<file path="src/hdl/sabmd_pkg.sv">
// ----------------------------------------------------------------------------
// sabmd_pkg
// Types, codes and the shared Booth / restoring-divide step of the ALU.
// ----------------------------------------------------------------------------
`timescale 1ns / 1ps

package sabmd_pkg;

  localparam int W               = 16;
  localparam int STEPS_PER_STAGE = 4;
  localparam int ITER_STAGES     = W / STEPS_PER_STAGE;

  // operation codes
  localparam logic [1:0] KIND_ADD = 2'd0;
  localparam logic [1:0] KIND_SUB = 2'd1;
  localparam logic [1:0] KIND_MUL = 2'd2;
  localparam logic [1:0] KIND_DIV = 2'd3;

  // status codes
  localparam logic [1:0] ST_OK  = 2'd0;
  localparam logic [1:0] ST_OVF = 2'd1;
  localparam logic [1:0] ST_NEG = 2'd2;
  localparam logic [1:0] ST_DIV = 2'd3;

  // iterative datapath word: multiply uses {hi, lo, qm1} as the Booth shift
  // register with aux the multiplicand; divide uses hi as partial remainder,
  // lo as dividend/quotient shifter and aux as divisor magnitude
  typedef struct packed {
    logic [W:0]   acc_hi;
    logic [W-1:0] acc_lo;
    logic         qm1;
    logic [W:0]   aux;
  } work_t;

  typedef struct packed {
    logic [1:0]   kind;
    logic [1:0]   status;
    logic [W-1:0] sum_lo;
    logic         neg_q;
    logic         neg_r;
    work_t        work;
  } stage_t;

  function automatic work_t iter_step(input logic is_mul, input work_t w);
    work_t      n;
    logic [W:0] h;
    logic [W:0] r;
    n = w;
    h = w.acc_hi;
    r = '0;
    if (is_mul) begin
      case ({w.acc_lo[0], w.qm1})
        2'b01:   h = w.acc_hi + w.aux;
        2'b10:   h = w.acc_hi - w.aux;
        default: h = w.acc_hi;
      endcase
      n.qm1    = w.acc_lo[0];
      n.acc_lo = {h[0], w.acc_lo[W-1:1]};
      n.acc_hi = {h[W], h[W:1]};
    end else begin
      r        = {w.acc_hi[W-1:0], w.acc_lo[W-1]};
      n.acc_lo = {w.acc_lo[W-2:0], 1'b0};
      if (r >= w.aux) begin
        r           = r - w.aux;
        n.acc_lo[0] = 1'b1;
      end
      n.acc_hi = r;
    end
    return n;
  endfunction

endpackage

</file>
<file path="src/hdl/sabmd_if.sv">
// ----------------------------------------------------------------------------
// sabmd_if
// Valid/ready channels for operation words and result words.
// ----------------------------------------------------------------------------
`timescale 1ns / 1ps

interface sabmd_in_if;
  logic               valid;
  logic               ready;
  logic [1:0]         kind;
  logic signed [15:0] operand_a;
  logic signed [15:0] operand_b;

  modport source (output valid, kind, operand_a, operand_b, input ready);
  modport sink   (input valid, kind, operand_a, operand_b, output ready);
endinterface

interface sabmd_out_if;
  logic        valid;
  logic        ready;
  logic [15:0] value_low;
  logic [15:0] value_high;
  logic [1:0]  status;

  modport source (output valid, value_low, value_high, status, input ready);
  modport sink   (input valid, value_low, value_high, status, output ready);
endinterface

</file>
<file path="src/hdl/signed_add_sub_booth_mul_div_alu_unit.sv">
// ----------------------------------------------------------------------------
// signed_add_sub_booth_mul_div_alu_unit
// 16-bit signed ALU: add, subtract, Booth multiply, restoring divide.
// ----------------------------------------------------------------------------
// Usage:
//   in_ch  carries one operation word: kind, operand_a, operand_b.
//   out_ch returns one result word per operation, in order:
//   value_low, value_high, status. Both are valid/ready channels; a word
//   moves on a rising edge with valid and ready high.
// Pipeline: one operand-prep register, four iteration stages and one
//   output register, for every kind.
// Throughput: one word per cycle unless out_ch stalls. Each iteration
//   stage runs four steps of the shared Booth / restoring-divide step,
//   so sixteen steps span four stages and a new word can follow each cycle.
// Stalls: each stage has its own valid bit and moves when its successor
//   is empty or moving, so a stalled receiver fills bubbles first and
//   in_ch.ready only drops once every stage holds a word.
// Reset: synchronous, active low; clears all valid bits, nothing else.
// Errors (overflow, unnegatable subtrahend, divide error) zero both values.
// ----------------------------------------------------------------------------
`timescale 1ns / 1ps

module signed_add_sub_booth_mul_div_alu_unit (
  input  logic      clk,
  input  logic      rst_n,
  sabmd_in_if.sink  in_ch,
  sabmd_out_if.source out_ch
);
  import sabmd_pkg::*;

  localparam logic [W-1:0] WORD_MIN = {1'b1, {(W-1){1'b0}}};

  // ---- operand prep ------------------------------------------------------
  stage_t     prep_nxt;
  logic [W:0] a_ext, b_ext, sum_ext, diff_ext;
  logic [W-1:0] a_raw, b_raw, abs_a, abs_b;

  always_comb begin
    a_raw    = in_ch.operand_a;
    b_raw    = in_ch.operand_b;
    a_ext    = {a_raw[W-1], a_raw};
    b_ext    = {b_raw[W-1], b_raw};
    sum_ext  = a_ext + b_ext;
    diff_ext = a_ext - b_ext;
    abs_a    = a_raw[W-1] ? (~a_raw + 1'b1) : a_raw;
    abs_b    = b_raw[W-1] ? (~b_raw + 1'b1) : b_raw;

    prep_nxt        = '0;
    prep_nxt.kind   = in_ch.kind;
    prep_nxt.status = ST_OK;
    case (in_ch.kind)
      KIND_ADD: begin
        prep_nxt.sum_lo = sum_ext[W-1:0];
        if (sum_ext[W] != sum_ext[W-1]) prep_nxt.status = ST_OVF;
      end
      KIND_SUB: begin
        // a - b matches a + (-b) whenever b can be negated
        prep_nxt.sum_lo = diff_ext[W-1:0];
        if (b_raw == WORD_MIN) begin
          prep_nxt.status = ST_NEG;
        end else if (diff_ext[W] != diff_ext[W-1]) begin
          prep_nxt.status = ST_OVF;
        end
      end
      KIND_MUL: begin
        prep_nxt.work.acc_lo = b_raw;
        prep_nxt.work.aux    = a_ext;
      end
      KIND_DIV: begin
        // divide magnitudes, fix signs at the end
        prep_nxt.work.acc_lo = abs_a;
        prep_nxt.work.aux    = {1'b0, abs_b};
        prep_nxt.neg_q       = a_raw[W-1] ^ b_raw[W-1];
        prep_nxt.neg_r       = a_raw[W-1];
        if (b_raw == '0 || (a_raw == WORD_MIN && b_raw == '1)) begin
          prep_nxt.status = ST_DIV;
        end
      end
      default: prep_nxt.status = ST_OK;
    endcase
  end

  // ---- pipeline: index 0 is the prep register ----------------------------
  logic   pipe_valid [0:ITER_STAGES];
  logic   pipe_ready [0:ITER_STAGES];
  stage_t pipe_data  [0:ITER_STAGES];

  logic   prep_valid_r;
  stage_t prep_r;

  assign in_ch.ready = !prep_valid_r || pipe_ready[0];

  always_ff @(posedge clk) begin
    if (!rst_n) begin
      prep_valid_r <= 1'b0;
    end else if (in_ch.ready) begin
      prep_valid_r <= in_ch.valid;
    end
  end

  always_ff @(posedge clk) begin
    if (in_ch.ready && in_ch.valid) begin
      prep_r <= prep_nxt;
    end
  end

  assign pipe_valid[0] = prep_valid_r;
  assign pipe_data[0]  = prep_r;

  for (genvar k = 0; k < ITER_STAGES; k++) begin : g_iter
    sabmd_iter_stage u_stage (
      .clk      (clk),
      .rst_n    (rst_n),
      .up_valid (pipe_valid[k]),
      .up_ready (pipe_ready[k]),
      .up_data  (pipe_data[k]),
      .dn_valid (pipe_valid[k+1]),
      .dn_ready (pipe_ready[k+1]),
      .dn_data  (pipe_data[k+1])
    );
  end

  // ---- result shaping and output register --------------------------------
  stage_t       fin;
  logic [W-1:0] lo_nxt, hi_nxt;

  always_comb begin
    fin    = pipe_data[ITER_STAGES];
    lo_nxt = '0;
    hi_nxt = '0;
    case (fin.kind)
      KIND_ADD, KIND_SUB: begin
        lo_nxt = fin.sum_lo;
      end
      KIND_MUL: begin
        lo_nxt = fin.work.acc_lo;
        hi_nxt = fin.work.acc_hi[W-1:0];
      end
      KIND_DIV: begin
        lo_nxt = fin.neg_q ? (~fin.work.acc_lo + 1'b1) : fin.work.acc_lo;
        hi_nxt = fin.neg_r ? (~fin.work.acc_hi[W-1:0] + 1'b1)
                           : fin.work.acc_hi[W-1:0];
      end
      default: lo_nxt = '0;
    endcase
    if (fin.status != ST_OK) begin
      lo_nxt = '0;
      hi_nxt = '0;
    end
  end

  logic         out_valid_r;
  logic [W-1:0] out_lo_r, out_hi_r;
  logic [1:0]   out_status_r;

  assign pipe_ready[ITER_STAGES] = !out_valid_r || out_ch.ready;

  always_ff @(posedge clk) begin
    if (!rst_n) begin
      out_valid_r <= 1'b0;
    end else if (pipe_ready[ITER_STAGES]) begin
      out_valid_r <= pipe_valid[ITER_STAGES];
    end
  end

  always_ff @(posedge clk) begin
    if (pipe_ready[ITER_STAGES] && pipe_valid[ITER_STAGES]) begin
      out_lo_r     <= lo_nxt;
      out_hi_r     <= hi_nxt;
      out_status_r <= fin.status;
    end
  end

  assign out_ch.valid      = out_valid_r;
  assign out_ch.value_low  = out_lo_r;
  assign out_ch.value_high = out_hi_r;
  assign out_ch.status     = out_status_r;

endmodule

</file>
<file path="src/hdl/sabmd_iter_stage.sv">
// ----------------------------------------------------------------------------
// sabmd_iter_stage
// One pipeline stage: four Booth or restoring-divide steps, then a register.
// ----------------------------------------------------------------------------
`timescale 1ns / 1ps

module sabmd_iter_stage (
  input  logic              clk,
  input  logic              rst_n,
  input  logic              up_valid,
  output logic              up_ready,
  input  sabmd_pkg::stage_t up_data,
  output logic              dn_valid,
  input  logic              dn_ready,
  output sabmd_pkg::stage_t dn_data
);
  import sabmd_pkg::*;

  logic   valid_r;
  stage_t data_r;
  stage_t data_nxt;

  always_comb begin
    data_nxt = up_data;
    for (int i = 0; i < STEPS_PER_STAGE; i++) begin
      data_nxt.work = iter_step(up_data.kind == KIND_MUL, data_nxt.work);
    end
  end

  assign up_ready = !valid_r || dn_ready;

  always_ff @(posedge clk) begin
    if (!rst_n) begin
      valid_r <= 1'b0;
    end else if (up_ready) begin
      valid_r <= up_valid;
    end
  end

  always_ff @(posedge clk) begin
    if (up_ready && up_valid) begin
      data_r <= data_nxt;
    end
  end

  assign dn_valid = valid_r;
  assign dn_data  = data_r;

endmodule

</file>
<file path="src/flat_wrapper.sv">
// flat-port wrapper written by rule: the top's interface ports become plain ports
module signed_add_sub_booth_mul_div_alu_unit_flat import sabmd_pkg::*;
  (clk, rst_n, in_ch_valid, in_ch_kind, in_ch_operand_a, in_ch_operand_b, in_ch_ready, out_ch_valid, out_ch_value_low, out_ch_value_high, out_ch_status, out_ch_ready);
  sabmd_in_if in_ch_i ();
  sabmd_out_if out_ch_i ();
  input  logic clk;
  input  logic rst_n;
  input wire logic [$bits(in_ch_i.valid)-1:0] in_ch_valid;
  input wire logic [$bits(in_ch_i.kind)-1:0] in_ch_kind;
  input wire logic [$bits(in_ch_i.operand_a)-1:0] in_ch_operand_a;
  input wire logic [$bits(in_ch_i.operand_b)-1:0] in_ch_operand_b;
  output wire logic [$bits(in_ch_i.ready)-1:0] in_ch_ready;
  output wire logic [$bits(out_ch_i.valid)-1:0] out_ch_valid;
  output wire logic [$bits(out_ch_i.value_low)-1:0] out_ch_value_low;
  output wire logic [$bits(out_ch_i.value_high)-1:0] out_ch_value_high;
  output wire logic [$bits(out_ch_i.status)-1:0] out_ch_status;
  input wire logic [$bits(out_ch_i.ready)-1:0] out_ch_ready;
  assign in_ch_i.valid = in_ch_valid;
  assign in_ch_i.kind = in_ch_kind;
  assign in_ch_i.operand_a = in_ch_operand_a;
  assign in_ch_i.operand_b = in_ch_operand_b;
  assign in_ch_ready = in_ch_i.ready;
  assign out_ch_valid = out_ch_i.valid;
  assign out_ch_value_low = out_ch_i.value_low;
  assign out_ch_value_high = out_ch_i.value_high;
  assign out_ch_status = out_ch_i.status;
  assign out_ch_i.ready = out_ch_ready;
  signed_add_sub_booth_mul_div_alu_unit u_core (.clk(clk), .rst_n(rst_n), .in_ch(in_ch_i), .out_ch(out_ch_i));
endmodule
</file>
<file path="config.mk">
export PLATFORM = sky130hd
export DESIGN_NAME = signed_add_sub_booth_mul_div_alu_unit_flat
export DESIGN_NICKNAME = d
export VERILOG_FILES = /design/src/hdl/sabmd_pkg.sv /design/src/hdl/sabmd_if.sv /design/src/hdl/signed_add_sub_booth_mul_div_alu_unit.sv /design/src/hdl/sabmd_iter_stage.sv /design/src/flat_wrapper.sv
export SDC_FILE = /design/constraint.sdc
export NUM_CORES = 2
export LEC_CHECK = 0
export ABC_AREA = 1
export BUFFER_PORTS_ARGS = -buffer_cell sky130_fd_sc_hd__buf_2
export CAP_MARGIN = 5
export CORE_MARGIN = 4
export CORE_UTILIZATION = 30
export CTS_BUF_LIST = sky130_fd_sc_hd__clkbuf_4
export DETAILED_ROUTE_END_ITERATION = 10
export PLACE_DENSITY = 0.52
export SLEW_MARGIN = 0
export SYNTH_ARGS = -nofsm -noshare
export SYNTH_HDL_FRONTEND = slang
export SYNTH_SLANG_ARGS = --single-unit
</file>
<file path="constraint.sdc">
create_clock -name clk -period 25.4 [get_ports clk]
set_clock_uncertainty 0.05 [all_clocks]
set_input_delay 5.08 -clock clk [delete_from_list [all_inputs] [get_ports clk]]
set_output_delay 5.08 -clock clk [all_outputs]
set_load 0.005 [all_outputs]
</file>
# [Yosys cells after proc, flatten, opt, wreduce, memory -nomap -nowiden]
# Index checks and enable logic that the tools add are counted.
[totals] ff_bits=368 inputBits=38 output_inout_bits=36 word_cells=287
[op_classes] add_sub_neg=53 magnitude_cmp=16 eq_ne=45 muxes=93 bitwise_logic=5 n_reduce_logical=25
[ops] cell="17-bit case mux with 2 select lines" n=16
[ops] cell="33-bit two-way mux" n=15
[ops] cell="17-bit subtractor" n=29
[ops] cell="17-bit two-way mux" n=16
[ops] cell="17-bit adder" n=15
[ops] cell="17-bit greater-or-equal comparator" n=15
[ops] cell="16-bit case mux with 2 select lines" n=3
[ops] cell="16-bit two-way mux" n=5
[ops] cell="16-bit by 1-bit adder with 16-bit output, second input constant" n=4
[ops] cell="16-bit NOT" n=4
[ops] cell="16-bit equality test, second input constant" n=3
[ops] cell="16-bit case mux with 3 select lines" n=1
[ops] cell="2-bit equality test, second input constant" n=23
[ops] cell="2-bit by 1-bit equality test with 1-bit output, second input constant" n=17
[ops] cell="1-bit two-way mux" n=33
[ops] cell="32-bit two-way mux" n=1
[ops] cell="16-bit by 16-bit adder with 17-bit output" n=1
[ops] cell="1-bit by 17-bit greater-or-equal comparator with 1-bit output" n=1
[ops] cell="1-bit by 17-bit subtractor with 17-bit output" n=1
[ops] cell="1-bit by 17-bit subtractor with 17-bit output, first input constant" n=1
[ops] cell="16-bit by 16-bit subtractor with 17-bit output" n=1
[ops] cell="16-bit zero test" n=1
[ops] cell="16-bit subtractor" n=1
[ops] cell="1-bit logical AND" n=7
[ops] cell="9 further kinds" n=23

# [Longest topological paths before layout]
[depth] depth_word=12 depth_mapped=68 mapped_depth_nobuf=67

# [Modules after synthesis]
# From an unflattened synthesis, not the netlist that was laid out.
[unflattened] cells_unflattened=8493 hier_area_um2=55653.4
[modules_own_cells] module="sabmd_iter_stage at u_core.g_iter[0].u_stage" instances=1 cells_per_inst=1870 area_per_inst_um2=12244.2 seq_area_each_um2=2212.1
[modules_own_cells] module="sabmd_iter_stage at u_core.g_iter[1].u_stage" instances=1 cells_per_inst=1880 area_per_inst_um2=12149.2 seq_area_each_um2=2212.1
[modules_own_cells] module="sabmd_iter_stage at u_core.g_iter[2].u_stage" instances=1 cells_per_inst=1876 area_per_inst_um2=12116.6 seq_area_each_um2=2212.1
[modules_own_cells] module="sabmd_iter_stage at u_core.g_iter[3].u_stage" instances=1 cells_per_inst=1877 area_per_inst_um2=12020.3 seq_area_each_um2=2212.1
[modules_own_cells] module="signed_add_sub_booth_mul_div_alu_unit" instances=1 cells_per_inst=990 area_per_inst_um2=7123.1 seq_area_each_um2=2712.6

# [Worst setup path before layout]
# Ideal clock, no wire load.
[synth_path] path_type="input -> output" start="input port out_ch_ready" end="output port in_ch_ready" t_arrival_ps=5928 required_ps=20270 setup_slack_ps=14342 cell_stages=10 n_path_buf=0 path_cell_list="nor2_1 -> inv_1 -> nor2_1 -> inv_1 -> nor2_1 -> inv_1 -> nor2_1 -> inv_1 -> nor2_1 -> nand2_1"
[synth_via] elab_chain_cells=6
[synth_lines] item="from (decl)" line="flat_wrapper.sv:17" source="input wire logic [$bits(out_ch_i.ready)-1:0] out_ch_ready;"
[synth_lines] item="1-bit logical OR" line="signed_add_sub_booth_mul_div_alu_unit.sv:156" source="assign pipe_ready[ITER_STAGES] = !out_valid_r || out_ch.ready;"
[synth_lines] item="1-bit logical OR (4 in a row)" line="sabmd_iter_stage.sv:30" source="assign up_ready = !valid_r || dn_ready;"
[synth_lines] item="1-bit logical OR" line="signed_add_sub_booth_mul_div_alu_unit.sv:91" source="assign in_ch.ready = !prep_valid_r || pipe_ready[0];"
[synth_lines] item="to (decl)" line="flat_wrapper.sv:12" source="output wire logic [$bits(in_ch_i.ready)-1:0] in_ch_ready;"
# No other way between the ends.

==> metrics.txt <==
status complete, no violations; min-delay worst type flip-flop to flip-flop; period utilisation layout between 50% and 60%; nets@finish roughly 8.3k; Detail Placement HPWL between 150000 and 200000 µm; post-route ant nets 0; Util after Layout between 30% and 40%; largest net degree at the start of global routing 72; r2r setup slk between 10 and 15 ns; total negative slack 0 ns; CTS Buf Count 100; Netlist cell types 81; worst slew pin tran 1.152 ns; Reg clk slew, reported paths about 0.070 ns; Pleak roughly 26 nW; routed vias ~53k; crit path launch type flip-flop; number of enable flip-flop cells after synthesis around 360; Worst Setup End Kind flip-flop; Synth top area share between 20% and 30%; placer congestion estimate 0.9794; crit path kind flip-flop to flip-flop; largest area contributor in the netlist edfxtp_1; Starting Density between 30% and 40%; r2r endpoint u_core.g_iter[1].u_stage.dn_data[47]$_DFFE_PP_; post-synthesis register bit count 368; initial antenna violation count 9; most used cell, CP nand2_1; area of the core approximately 0.17 mm²; Syn Inst Count 7675; Clock Latency Late Sink 0.98 ns; first-pass GRT wire length ~300000 µm; Warnings, synthesis 0; postcts setup bufs 0; I/O Buffers 73; slowest CP cell xor2_1; final WL ~200000 µm; vias in the first global route around 50k; detail-routed via count per cell between 5 and 6; sequential area share after synthesis a little over a fifth; largest cells by area after synthesis edfxtp_1, nand2_1, ha_1, o21ai_0, inv_1; max-slew violations 0; fmax approximately 76 MHz; RSZ-0062 raised after global routing false; total track usage between 20% and 30%; CTS tree done; grt total ovfl 0; CP Max Fanout 28; Cell Area, Synth between 0.05 and 0.06 mm²; Max-Cap Viols 0; count leader, synth nand2_1; Clock Sinks roughly 370; row count 150; area delta synth->final 8.053%; DRC 0; relative slew slack around 23%; Hold Path End u_core.g_iter[0].u_stage.dn_data[52]$_DFFE_PP_; most frequent cells after synthesis nand2_1, inv_1, o21ai_0, a21oi_1, ha_1; die area 0.1762 mm²; VDD IR-drop max approximately 0.067 mV; Power Dens Cells roughly 130 mW/mm²; chip height around 420 µm; R2R cell count ~60; synthesized area per cell about 6.6 µm²; htree depth 3; share of flip-flops with an asynchronous set or reset 0%; min cycle time layout around 13 ns; FF-to-FF Start u_core.g_iter[0].u_stage.dn_data[1]$_DFFE_PP_; main flop type after synthesis edfxtp_1; Initial DRC Count approximately 5.0k; WP data required about 26 ns; CTS Hold Buffers Added 0; layout cells sized above 1 approximately 6.9%; CP peak stage delay around 0.77 ns; Setup-failing EPs final 0; Chip Width between 400 and 500 µm; total I/O pin count between 70 and 80; CTS Buffer Depth 3; Gates resized, CTS repair 0; post-synthesis net count 8296; hold path cells 0; average wire per standard cell 19.80 µm; WP data arrival between 10 and 15 ns; Final Hold Viols 0; Root Buffer clkbuf_4; first-pass detailed-route iteration total 6; HP Start u_core.pipe_data[344]$_SDFFCE_PN0P_
==> registers in the layout, summed over array words and instances, names as in the netlist <==
register and cells:
u_core.g_iter.u_stage.dn_data 273, u_core.g_iter.u_stage.dn_valid 4, u_core.out_ch.status 2, u_core.out_ch.valid 1
u_core.out_ch.value_high 16, u_core.out_ch.value_low 16, u_core.pipe_data 55, u_core.prep_valid_r 1
==> layer usage <==
| layer | routed length [µm] | vias up | GRT usage, % |
|---|---|---|---|
| met5 | 0 | - | 0 |
| met4 | 6147 | 0 | 6.859 |
| met3 | 11470 | 300 | 2.249 |
| met2 | 91530 | 1849 | 36.45 |
| met1 | 89190 | 24630 | 29.68 |
| li1 | - | 26220 | - |
==> metrics by stage <==
stage          instances  area [µm²]  setup slack, ns  power (mW)  hold WS (ns)
2_1_floorplan       7675       50870            14.34       4.847        0.3503
3_3_place_gp        9825       53610            12.49       6.243        0.3514
3_5_place_dp        9825       53610            12.49       6.221        0.3545
4_1_cts            10010       54930            12.46       6.814        0.2710
5_1_grt            10020       54960            11.33       7.586        0.2947
6_report           10020       54970            12.20       6.874        0.3052
==> area by class of cell <==
class                   count  area (µm²)
flip-flops and latches    368       10990
clock inverters            33       219.0
fillers                 18560      112800
clock buffers             147        1104
diodes                     13       32.53
inverters                 997        3747
repair buffers            122       733.2
well taps                2204        2758
multi-input cells        6134       35380
==> worst max-delay path by stage <==
stage / start / endpoint / slack, ns / depth (start not counted)
2_1_floorplan: out_ch_ready / in_ch_ready / 14.34 / 10
3_3_place_gp: u_core.g_iter[0].u_stage.dn_data[1]$_DFFE_PP_ / u_core.g_iter[1].u_stage.dn_data[47]$_DFFE_PP_ / 12.49 / 58
3_5_place_dp: u_core.g_iter[0].u_stage.dn_data[1]$_DFFE_PP_ / u_core.g_iter[1].u_stage.dn_data[47]$_DFFE_PP_ / 12.49 / 59
4_1_cts: u_core.g_iter[0].u_stage.dn_data[1]$_DFFE_PP_ / u_core.g_iter[1].u_stage.dn_data[47]$_DFFE_PP_ / 12.46 / 59
5_1_grt: u_core.g_iter[0].u_stage.dn_data[1]$_DFFE_PP_ / u_core.g_iter[1].u_stage.dn_data[47]$_DFFE_PP_ / 11.33 / 59
6_report: u_core.g_iter[0].u_stage.dn_data[1]$_DFFE_PP_ / u_core.g_iter[1].u_stage.dn_data[47]$_DFFE_PP_ / 12.20 / 59
==> critical path, delay by kind of cell, from the launching register on <==
family / cells / cell delay (ns)
buf+inv: 8 / 1.80
flops: 1 / 0.51
compound gates: 14 / 2.62
fa+ha+maj: 5 / 1.65
xor+xnor: 3 / 0.96
simple gates: 29 / 5.33
==> report_power, final <==
group | switching (mW) | internal, mW | leakage, nW
clock | 0.272 | 0.281 | 0.784
combinational | 3.61 | 1.89 | 21.9
sequential | 0.0517 | 0.773 | 3.44
total | 3.93 | 2.94 | 26.1
==> cell families (layout without fill, tap and decap cells) <==
family,after synthesis,after routing,share of synthesized area [%]
other,0,13,0
DFF,368,368,21.61
AOI/OAI and AO/OA,1875,1875,20.68
and+or+nand+nor,3326,3326,27.97
xor gates and xnor gates,350,350,6.026
buffers and inverters,1173,1299,8.909
adders and majority gates,583,583,14.81
==> layout by cell type (no fill, tap or decap), drive strengths merged, types with 12 or more instances in the layout <==
master,count
nand2,2025
inv,979
o21ai,794
a21oi,695
ha,551
nor2,498
nand3,469
edfxtp,362
xor2,218
clkbuf,147
xnor2,132
nor3,131
buf,122
nand4,90
o21bai,67
or2,59
a21o,52
clkinv,50
a31oi,48
o211ai,45
fa,32
o22ai,28
a21boi,25
o31ai,23
o21a,21
nor4,21
nand3b,17
a211oi,15
o32ai,14
diode,13
a22oi,12
(Power assumes the default switching activity.)
